File: config.mk
export PLATFORM = sky130hd
export DESIGN_NAME = sor_decide
export DESIGN_NICKNAME = d
export VERILOG_FILES = /design/src/design/sor_pkg.sv /design/src/design/sor_decide.sv
export VERILOG_INCLUDE_DIRS = /design/src /design/src/design
export SDC_FILE = /design/constraint.sdc
export NUM_CORES = 1
export LEC_CHECK = 0
export ABC_AREA = 0
export BUFFER_PORTS_ARGS = -buffer_cell sky130_fd_sc_hd__buf_4
export CAP_MARGIN = 5
export CORE_AREA = 2 2 272 274
export CTS_BUF_LIST = sky130_fd_sc_hd__clkbuf_16
export DETAILED_ROUTE_END_ITERATION = 12
export DIE_AREA = 0 0 274 276
export PLACE_DENSITY = 0.47
export SYNTH_ARGS = -nofsm -noshare
export SYNTH_HDL_FRONTEND = slang
export SYNTH_SLANG_ARGS = --single-unit
File: constraint.sdc
create_clock -name clk -period 10.5 [get_ports clk]
set_clock_uncertainty 0.15 [all_clocks]
set_input_delay 1.05 -clock clk [delete_from_list [all_inputs] [get_ports clk]]
set_output_delay 1.05 -clock clk [all_outputs]
set_load 0.005 [all_outputs]
File: src/design/sigma_outlier_rejection_macros.svh
// Assertion macros shared by the sigma outlier rejection RTL.
// Each macro expects signals named clk and rst in the including module.
`ifndef SIGMA_OUTLIER_REJECTION_MACROS_SVH
`define SIGMA_OUTLIER_REJECTION_MACROS_SVH

// Same-cycle implication, disabled during reset.
`define SOR_ASSERT_IMPLY(label, ante, cons) \
  label: assert property (@(posedge clk) disable iff (rst) (ante) |-> (cons)) \
    else $error("sor: implication check failed");

// Next-cycle implication, disabled during reset.
`define SOR_ASSERT_NEXT(label, ante, cons) \
  label: assert property (@(posedge clk) disable iff (rst) (ante) |=> (cons)) \
    else $error("sor: next-cycle check failed");

`endif

File: src/design/sor_pkg.sv
// Shared types, constants and helpers for the sigma outlier rejection block.
// No dependencies; every other design file but the assertion macro header imports this package.
package sor_pkg;

  localparam int LANES = 8;
  localparam int COUNT_BITS = $clog2(LANES + 1);

  // Two deviations squared gives a factor of four on the variance side.
  localparam int SIGMA_FACTOR = 2;
  localparam int SIGMA_SQ_SHIFT = $clog2(SIGMA_FACTOR * SIGMA_FACTOR);

  // With n readings the largest normalized squared distance is n - 1, so
  // no reading can be rejected unless n - 1 exceeds the squared factor.
  localparam int MIN_REJECT_LANES = SIGMA_FACTOR * SIGMA_FACTOR + 2;

  typedef logic [LANES-1:0] lane_mask_t;
  typedef logic [COUNT_BITS-1:0] lane_count_t;

  function automatic lane_count_t count_lanes(input lane_mask_t m);
    lane_count_t c;
    c = '0;
    for (int i = 0; i < LANES; i++) begin
      c = c + lane_count_t'(m[i]);
    end
    return c;
  endfunction

endpackage

File: src/design/sor_decide.sv
// Final stage: compares each lane against the bound and registers the
// result word. Depends on sor_pkg and the assertion macro header.
`include "sigma_outlier_rejection_macros.svh"

module sor_decide import sor_pkg::*; #(
  parameter int VALUE_BITS = 32,
  localparam int SQ_W = 2 * (VALUE_BITS + 3),
  localparam int F_W = SQ_W + 3 + SIGMA_SQ_SHIFT,
  localparam int NSQ_W = SQ_W + COUNT_BITS
) (
  input  logic clk,
  input  logic rst,
  input  logic up_valid,
  output logic up_ready,
  input  lane_mask_t up_mask,
  input  lane_count_t up_n,
  input  logic [F_W-1:0] bound,
  input  logic [NSQ_W-1:0] nsq [LANES],
  output logic out_valid,
  input  logic out_ready,
  output lane_mask_t kept_mask,
  output lane_count_t kept_count
);

  logic e_adv;
  lane_mask_t e_mask;
  lane_count_t e_n;
  lane_mask_t kept_next;

  assign e_adv = !out_valid || out_ready;
  assign up_ready = e_adv;

  always_comb begin
    for (int i = 0; i < LANES; i++) begin
      kept_next[i] = up_mask[i] && (F_W'(nsq[i]) <= bound);
    end
  end

  always_ff @(posedge clk) begin
    if (rst) begin
      out_valid <= 1'b0;
    end else if (e_adv) begin
      out_valid <= up_valid;
    end
  end

  always_ff @(posedge clk) begin
    if (e_adv && up_valid) begin
      e_mask <= up_mask;
      e_n <= up_n;
      kept_mask <= kept_next;
      kept_count <= count_lanes(kept_next);
    end
  end

  `SOR_ASSERT_IMPLY(a_kept_subset, out_valid, (kept_mask & ~e_mask) == '0)
  `SOR_ASSERT_IMPLY(a_count_match, out_valid, kept_count == count_lanes(kept_mask))
  `SOR_ASSERT_IMPLY(a_few_lanes_kept, out_valid && (e_n < COUNT_BITS'(MIN_REJECT_LANES)), kept_mask == e_mask)
  `SOR_ASSERT_NEXT(a_word_lands, up_valid && up_ready, out_valid)

endmodule

==> impl_metrics.env <==
export IMPL_outcome="complete, no violations"
export IMPL_drv_cap=0
export IMPL_synthCells=1677
export IMPL_worstHoldPathCells=2
export IMPL_synth_top_family_by_area="adder cells"
export IMPL_dieHeight_um=276
export IMPL_slew_limit_headroom=0.316
export IMPL_htreeDepth=1
export IMPL_hp_class="register to register"
export IMPL_firstDrtPassIters=5
export IMPL_yosysWarnings=0
export IMPL_setup_viol=0
export IMPL_tns_ns=0
export IMPL_antenna_found_initial=14
export IMPL_r2r_cells=2
export IMPL_synth_seq_area_share=0.0277
export IMPL_ant_nets=0
export IMPL_slowest_delay_ns=0.78
export IMPL_syn_cell_area_sq_mm=0.0138
export IMPL_critPathMaxFanout=8
export IMPL_path_clk_slew_ns=0.06
export IMPL_dieArea_sq_mm=0.0756
export IMPL_grt_overflow_total=0
export IMPL_start_kind="primary input"
export IMPL_track_usage=0.205
export IMPL_num_vias=16300
export IMPL_worstHoldStart="out_valid"
export IMPL_required_ns=10.37
export IMPL_finish_utilization=0.280
export IMPL_rsz0062_at_grt="no"
export IMPL_dp_hpwl_um=73500
export IMPL_route_met3_wl_um=5950
export IMPL_ios=697
export IMPL_initial_core_util=0.190
export IMPL_fin_crit_ns=6.32
export IMPL_remaining_drc_errors=0
export IMPL_synth_compound_area_frac=0.218
export IMPL_fmax_mhz=158
export IMPL_hold_viol_final=0
export IMPL_yosys_most_used_dff="edfxtp_1"
export IMPL_postCtsHoldBufs=0
export IMPL_ys_ff_latch=13
export IMPL_synth_area_per_cell_sq_um=8.20
export IMPL_via_per_inst=4.86
export IMPL_cts_tree="done"
export IMPL_cts_setup_buffers=0
export IMPL_drive_above_1_share=0.301
export IMPL_ctsResizeCount=0
export IMPL_rr_startpoint="out_valid"
export IMPL_grt_max_degree=17
export IMPL_synth_common_cells="595 x ha_1, 222 x a21oi_1, 125 x nand2_1"
export IMPL_synth_most_common_cell="ha_1"
export IMPL_yosysTopAreaCell="ha_1"
export IMPL_synth_area_leaders="ha_1 54%, a21oi_1 8.1%, nand4_1 4.7%"
export IMPL_highest_layer="met5"
export IMPL_dr_wl_met2_um=41600
export IMPL_synth_async_sr_flop_share=0
export IMPL_ir_drop_v=0.0000441
export IMPL_ys_types=53
export IMPL_grt_pass1_wl_um=114000
export IMPL_r2r_end="kept_mask[6]"
export IMPL_synth_nets=2959
export IMPL_cts_sinks=13
export IMPL_synthToLayoutAreaGrowth_pct=47.8
export IMPL_drv_slew=0
export IMPL_coreArea_sq_mm=0.0726
export IMPL_floorplan_rows=99
export IMPL_worstSetupPathType="primary input to register"
export IMPL_portBuffers=692
export IMPL_fin_nets=3664
export IMPL_power_leakage_nw=10.6
export IMPL_cp_slowest_cell="nor4_1"
export IMPL_wl_um=81200
export IMPL_cts_root_buf="clkbuf_16"
export IMPL_drt_iter0_markers=553
export IMPL_synth_adder_area_share=0.547
export IMPL_critical_path_endpoint_type="register"
export IMPL_yosysTopAreaCellShare=0.541
export IMPL_cp_cell_sequence="buf_4 > inv_1 > ha_1 > nand4_1 > nor4_1 > nand3_1 > a31oi_1 > nor3_1 > nand3_1 > o21a_1 > fa_1 > fa_1 > fa_1 > inv_1 > ha_1 > inv_1 > fa_1 > inv_1"
export IMPL_cts_buffers=3
export IMPL_wl_per_cell_um=24.3
export IMPL_worst_slew_pin_transition_ns=1.02
export IMPL_place_gp_congestion=0.931
export IMPL_setup_worst_path_start="bound[38]"
export IMPL_worstSkewPairLatency_ns=0.26
export IMPL_min_to="out_valid"
export IMPL_power_density_mw_per_mm2=47.0
export IMPL_synth_edf_count=12
export IMPL_grt_pass1_vias=17300
export IMPL_r2r_slack_ns=8.87
export IMPL_clock_path_buffers=2
export IMPL_die_w_um=274
export IMPL_drt_met1_wl_um=31500
export IMPL_muxShareOfSynthArea=0
export IMPL_synth_simple_area_share=0.178
export IMPL_crit_arrival_ns=6.19
export IMPL_synth_xor_area_share=0.000637
export IMPL_min_period_over_period=0.602
placed cells by master (no fill, tap or decap), types with 13 or more instances in the layout:
master      n
a211oi_1   21
a21o_1     70
a21oi_1   222
a221oi_1   13
and4_1     18
buf_4     701
ha_1      595
inv_1     103
nand2_1   125
nand3_1    66
nand4_1   104
nor2_1     54
nor3_1     30
o211ai_1   14
o21ai_0    86
state kept, by name, indices dropped and copies added (netlist names):
signal      flops
kept_count      4
kept_mask       8
out_valid       1
layout make-up:
class | count | area [sq um]
well taps | 959 | 1200
clock buffers | 3 | 75.1
fillers | 7943 | 52300
flip-flops and latches | 13 | 380
inverters | 102 | 383
repair buffers | 701 | 5260
diodes | 6 | 15.0
clock inverters | 1 | 3.75
multi-input cells | 1561 | 13000
worst max-delay path, delay by kind of cell:
family | cells | cell delay, ns
fa+ha+maj | 6 | 2.33
buf+inv | 5 | 0.70
simple gates | 5 | 1.43
compound gates | 2 | 0.68
through the flow:
step                      cell area (sq um)  power, mW  hold WS [ns]  std cells  setup slack (ns)
after floorplan                       13800      0.470         0.372       1677              5.18
after global placement                20200      0.853         0.365       3336              3.68
after detailed placement              20200      0.881         0.373       3336              3.65
after CTS                             20300      0.969         0.386       3340              3.90
after global routing                  20300       1.07         0.428       3342              3.85
final                                 20300      0.956         0.385       3346              4.18
how the worst max path moves through the flow:
stage                    endpoint  slack, ns  cells past startpoint
floorplan           kept_count[2]       5.18                     17
global placement    kept_count[2]       3.68                     18
detailed placement  kept_count[2]       3.65                     18
CTS                 kept_count[1]       3.90                     18
global route        kept_count[2]       3.85                     18
finish              kept_count[1]       4.18                     18
where the power goes:
part	total, mW	leakage, nW	internal, mW	switching (mW)
Sequential	0.0710	0.126	0.0674	0.00357
Combinational	0.803	10.5	0.395	0.409
Clock	0.0814	0.0423	0.0508	0.0305
Total	0.956	10.6	0.513	0.443
routing by layer:
layer  GRT usage  vias to the layer above
li1            -                     8033
met1       0.222                     7547
met2       0.391                      567
met3      0.0558                      106
met4      0.0438                       18
met5           0                        -
cells by family (layout without fill, tap and decap cells):
kind of cell,count (synthesis),in the layout
adder cells (fa/ha/maj),599,599
AO/OA/AOI/OAI,492,492
AND/OR/NAND/NOR,469,469
flip-flops,13,13
XOR/XNOR,1,1
buffers and inverters,103,807
other,0,6
Note: power is estimated with default switching activity, not from simulation.
