==> config.mk <==
export PLATFORM = sky130hd
export DESIGN_NAME = sor_stats
export DESIGN_NICKNAME = d
export VERILOG_FILES = /design/src/design/sigma_outlier_rejection_macros.svh /design/src/design/sor_pkg.sv /design/src/design/sor_stats.sv
export SDC_FILE = /design/constraint.sdc
export NUM_CORES = 2
export LEC_CHECK = 0
export BUFFER_PORTS_ARGS = -buffer_cell sky130_fd_sc_hd__buf_2
export CAP_MARGIN = 10
export CORE_UTILIZATION = 30
export CTS_BUF_LIST = sky130_fd_sc_hd__clkbuf_16
export DETAILED_ROUTE_END_ITERATION = 12
export GPL_TIMING_DRIVEN = 0
export SKIP_CTS_REPAIR_TIMING = 1
export SLEW_MARGIN = 10
export SYNTH_ARGS = -nofsm -noshare
export SYNTH_HDL_FRONTEND = slang
export SYNTH_SLANG_ARGS = --single-unit
==> constraint.sdc <==
create_clock -name clk -period 24.8 [get_ports clk]
set_input_delay 1.24 -clock clk [delete_from_list [all_inputs] [get_ports clk]]
set_output_delay 1.24 -clock clk [all_outputs]
set_load 0.01 [all_outputs]
==> src/design/sigma_outlier_rejection_macros.svh <==
// Assertion macros shared by the sigma outlier rejection RTL.
// Each macro expects signals named clk and rst in the including module.
`ifndef SIGMA_OUTLIER_REJECTION_MACROS_SVH
`define SIGMA_OUTLIER_REJECTION_MACROS_SVH

// Same-cycle implication, disabled during reset.
`define SOR_ASSERT_IMPLY(label, ante, cons) \
  label: assert property (@(posedge clk) disable iff (rst) (ante) |-> (cons)) \
    else $error("sor: implication check failed");

// Next-cycle implication, disabled during reset.
`define SOR_ASSERT_NEXT(label, ante, cons) \
  label: assert property (@(posedge clk) disable iff (rst) (ante) |=> (cons)) \
    else $error("sor: next-cycle check failed");

`endif

==> src/design/sor_pkg.sv <==
// Shared types, constants and helpers for the sigma outlier rejection block.
// No dependencies; every other design file but the assertion macro header imports this package.
package sor_pkg;

  localparam int LANES = 8;
  localparam int COUNT_BITS = $clog2(LANES + 1);

  // Two deviations squared gives a factor of four on the variance side.
  localparam int SIGMA_FACTOR = 2;
  localparam int SIGMA_SQ_SHIFT = $clog2(SIGMA_FACTOR * SIGMA_FACTOR);

  // With n readings the largest normalized squared distance is n - 1, so
  // no reading can be rejected unless n - 1 exceeds the squared factor.
  localparam int MIN_REJECT_LANES = SIGMA_FACTOR * SIGMA_FACTOR + 2;

  typedef logic [LANES-1:0] lane_mask_t;
  typedef logic [COUNT_BITS-1:0] lane_count_t;

  function automatic lane_count_t count_lanes(input lane_mask_t m);
    lane_count_t c;
    c = '0;
    for (int i = 0; i < LANES; i++) begin
      c = c + lane_count_t'(m[i]);
    end
    return c;
  endfunction

endpackage

==> src/design/sor_stats.sv <==
// First two pipeline stages: valid count and sum, then per-lane |n*x - S|.
// Depends on sor_pkg.
module sor_stats import sor_pkg::*; #(
  parameter int VALUE_BITS = 32,
  localparam int SUM_W = VALUE_BITS + 3,
  localparam int NX_W = VALUE_BITS + 4,
  localparam int D_W = VALUE_BITS + 3
) (
  input  logic clk,
  input  logic rst,
  input  logic up_valid,
  output logic up_ready,
  input  logic signed [VALUE_BITS-1:0] value [LANES],
  input  lane_mask_t active_mask,
  output logic dn_valid,
  input  logic dn_ready,
  output lane_mask_t mask,
  output lane_count_t n,
  output logic [D_W-1:0] dev [LANES]
);

  logic a_valid;
  logic a_adv;
  logic b_adv;
  logic signed [VALUE_BITS-1:0] a_value [LANES];
  lane_mask_t a_mask;
  lane_count_t a_n;
  logic signed [SUM_W-1:0] a_sum;

  logic signed [SUM_W-1:0] term [LANES];
  logic signed [SUM_W-1:0] pair [LANES/2];
  logic signed [SUM_W-1:0] quad [LANES/4];
  logic signed [SUM_W-1:0] sum_next;

  logic signed [NX_W-1:0] nx [LANES];
  logic signed [NX_W-1:0] t [LANES];
  logic [D_W-1:0] dev_next [LANES];

  assign a_adv = !a_valid || b_adv;
  assign b_adv = !dn_valid || dn_ready;
  assign up_ready = a_adv;

  always_comb begin
    for (int i = 0; i < LANES; i++) begin
      term[i] = active_mask[i] ? SUM_W'(value[i]) : '0;
    end
    for (int k = 0; k < LANES/2; k++) begin
      pair[k] = term[2*k] + term[2*k+1];
    end
    for (int k = 0; k < LANES/4; k++) begin
      quad[k] = pair[2*k] + pair[2*k+1];
    end
    sum_next = quad[0] + quad[1];
  end

  always_comb begin
    for (int i = 0; i < LANES; i++) begin
      nx[i] = NX_W'($signed({1'b0, a_n})) * NX_W'(a_value[i]);
      t[i] = nx[i] - NX_W'(a_sum);
      if (a_mask[i]) begin
        dev_next[i] = t[i][NX_W-1] ? D_W'(-t[i]) : D_W'(t[i]);
      end else begin
        dev_next[i] = '0;
      end
    end
  end

  always_ff @(posedge clk) begin
    if (rst) begin
      a_valid <= 1'b0;
      dn_valid <= 1'b0;
    end else begin
      if (a_adv) begin
        a_valid <= up_valid;
      end
      if (b_adv) begin
        dn_valid <= a_valid;
      end
    end
  end

  always_ff @(posedge clk) begin
    if (a_adv && up_valid) begin
      a_value <= value;
      a_mask <= active_mask;
      a_n <= count_lanes(active_mask);
      a_sum <= sum_next;
    end
    if (b_adv && a_valid) begin
      mask <= a_mask;
      n <= a_n;
      dev <= dev_next;
    end
  end

endmodule

==> results.sh <==
export IMPL_status="complete, but fails checks"
export IMPL_failing_checks="max-capacitance violations, max-slew violations"
export IMPL_cts_root_buffer="clkbuf_16"
export IMPL_ys_async_sr_fraction=0
export IMPL_period_share=0.363
export IMPL_final_max_slew_viol_count=9
export IMPL_clock_sinks=597
export IMPL_post_synth_num_cell_types=106
export IMPL_drt_drc_violations_left=0
export IMPL_synth_top_cells_by_area="fa_1 25%, edfxtp_1 23%, and2_1 11%"
export IMPL_timing_slew_headroom=-0.0104
export IMPL_crit_fanout=12
export IMPL_route_detailed_vias_per_inst=5.02
export IMPL_layout_commonest_cell="inv_1"
export IMPL_start_util=0.302
export IMPL_most_common_layout_cells="1,654 x inv_1, 1,354 x and2_1, 983 x fa_1, 606 x ha_1, 595 x edfxtp_1"
export IMPL_hold_viol_final=0
export IMPL_antenna_found_initial=224
export IMPL_hold_path_class="reg -> reg"
export IMPL_grt_max_degree=63
export IMPL_flow_area_growth_from_synthesis_pct=13.9
export IMPL_detailedRoute_firstIterationViolations=5629
export IMPL_synthesis_nets=10253
export IMPL_global_route_wire_length_before_repair_um=450000
export IMPL_route_antenna_remaining_nets=0
export IMPL_clkSlewWorstSetupHoldPaths_ns=0.07
export IMPL_cp_data_required_time_ns=25.32
export IMPL_path_class="reg -> reg"
export IMPL_route_final_wire_length_um=321000
export IMPL_fin_worst_skew_ns=0.0522
export IMPL_synth_cell_area_sq_um=79300
export IMPL_fp_coreArea_sq_um=263000
export IMPL_grt_setup_unrepaired="false"
export IMPL_worst_ep_arrival_time_ns=9.51
export IMPL_tightestPinTransition_ns=1.52
export IMPL_num_rows=188
export IMPL_port_buffers=561
export IMPL_yosys_most_used_dff="edfxtp_1"
export IMPL_layout_min_cycle_time_ns=8.99
export IMPL_gp_congestion=1.05
export IMPL_synth_enable_flop_cells=595
export IMPL_drv_max_cap_violation_count=1
export IMPL_first_global_vias=63268
export IMPL_vias=64235
export IMPL_yosys_warnings=0
export IMPL_dp_final_hpwl_um=265000
export IMPL_postSynthRegisterBits=597
export IMPL_dieHeight_um=516
export IMPL_cts_buffers_inserted=77
export IMPL_ys_seq_area_frac=0.226
export IMPL_floorplan_die_width_um=516
export IMPL_syn_avg_cell_area_sq_um=9.45
export IMPL_nets=10925
export IMPL_highest_clock_rate_mhz=111
export IMPL_clkLatencyLatePin_ns=0.78
export IMPL_final_setup_tns_ns=0
export IMPL_wl_per_cell_um=25.1
export IMPL_cp_end_kind="flop"
export IMPL_synth_top_cell_by_area="fa_1"
export IMPL_report_final_setup_viol=0
export IMPL_drtPass1Iterations=5
export IMPL_cts_root_to_sink_buffers=3
export IMPL_post_route_cells_drive_above_1_share=0.0933
export IMPL_track_usage=0.238
export IMPL_synthDominantCellAreaShare=0.248
export IMPL_tritoncts="built"
export IMPL_grt_overflow_total=0
export IMPL_boundaryPins=562
export IMPL_ctsHtreeMaxLevel=3
export IMPL_timing_critical_path_from_type="flop"
export IMPL_die_area_sq_um=266000
export IMPL_synthesis_instances=8396
-- metrics by stage --
stage	util	area, sq um	hold slack [ns]	std cells	worst slack, ns
after global routing	0.343	90200	0.547	12727	15.52
after floorplan	-	79300	0.478	8396	9.62
after global placement	0.329	86500	0.496	12472	2.21
after CTS	0.342	89900	0.537	12643	16.02
after detailed placement	0.332	87300	0.510	12503	16.04
final	0.344	90400	0.536	12808	15.81
-- worst max-delay path: stages (launching register included) --
cell,delay [ns]
edfxtp_1,0.68
clkbuf_1,1.05
clkbuf_1,0.94
and2_1,0.33
fa_1,0.43
inv_1,0.09
fa_1,0.41
fa_1,0.49
inv_1,0.04
ha_1,0.37
nand4_1,0.18
a311oi_1,0.55
o21ai_0,0.22
a31oi_1,0.43
a21boi_1,0.17
o31ai_1,0.55
a211oi_1,0.20
a311oi_2,0.65
clkbuf_1,0.48
nor2_1,0.13
xnor2_1,0.14
and2_1,0.17
-- flip-flops by register name, indices dropped and copies added, names as in the netlist --
| name | cells |
|---|---|
| a_sum | 35 |
| a_n | 4 |
| n | 4 |
| a_mask | 8 |
| dev | 280 |
| a_valid | 1 |
| mask | 8 |
| a_value | 256 |
| dn_valid | 1 |
-- kinds of logic (layout without fill, tap and decap cells) --
group	after synthesis	count (layout)	share of synthesized area
compound gates	1251	1251	0.103
xor+xnor	467	467	0.0516
fa+ha+maj	1589	1589	0.344
buf+inv	1916	2649	0.0917
flops	597	597	0.226
mux	11	11	0.00142
other cells	0	164	0
simple gates	2565	2565	0.182
-- synthesized netlist by cell type, drive strengths merged (10+ instances only) --
| master | instances |
|---|---|
| a311oi | 16 |
| nor4 | 26 |
| fa | 983 |
| a31oi | 59 |
| nor3 | 122 |
| o21a | 51 |
| xor2 | 171 |
| edfxtp | 595 |
| nand3 | 82 |
| o21ai | 240 |
| nand2b | 38 |
| ha | 606 |
| a21o | 146 |
| o41ai | 11 |
| and2 | 1358 |
| nor4b | 10 |
| o211ai | 24 |
| and3 | 48 |
| a41oi | 11 |
| or3 | 95 |
| nor2 | 278 |
| a21boi | 55 |
| o21bai | 41 |
| a211oi | 59 |
| nand3b | 10 |
| a211o | 18 |
| nand4 | 38 |
| or4 | 14 |
| a2111oi | 19 |
| a31o | 17 |
| a21oi | 340 |
| nand2 | 331 |
| o22ai | 10 |
| clkbuf | 241 |
| inv | 1665 |
| nor3b | 18 |
| or2 | 21 |
| xnor2 | 296 |
| o31ai | 44 |
| nor2b | 50 |
-- area by class of cell --
type	instances	area (sq um)
fillers	27084	172000
multi-input cells	5883	54200
flip-flops and latches	597	17900
inverters	1667	6260
well taps	3515	4400
repair buffers	593	3560
clock buffers	77	1930
plain buffers	249	1060
clock inverters	63	681
diodes	164	410
-- metal layers --
| layer | up-vias | wire (um) | track usage |
|---|---|---|---|
| met1 | 31739 | 124000 | 0.285 |
| li1 | 28634 | - | - |
| met3 | 850 | 27800 | 0.0563 |
| met4 | 62 | 27200 | 0.190 |
| met5 | - | 434 | 0.00288 |
| met2 | 2950 | 142000 | 0.365 |
-- path summary, 6_finish.rpt --
check	slack, ns	start	depth (start not counted)	to
setup / recovery	15.81	a_n[1]	21	dev[83]
hold / removal	0.54	a_mask[3]	0	mask[3]
setup reg to reg	15.81	a_n[1]	21	dev[83]
hold reg to reg	0.54	a_mask[3]	0	mask[3]
Power is not shown: default switching activity piles up to over one toggle a cycle in this logic, so the estimate is an artifact.
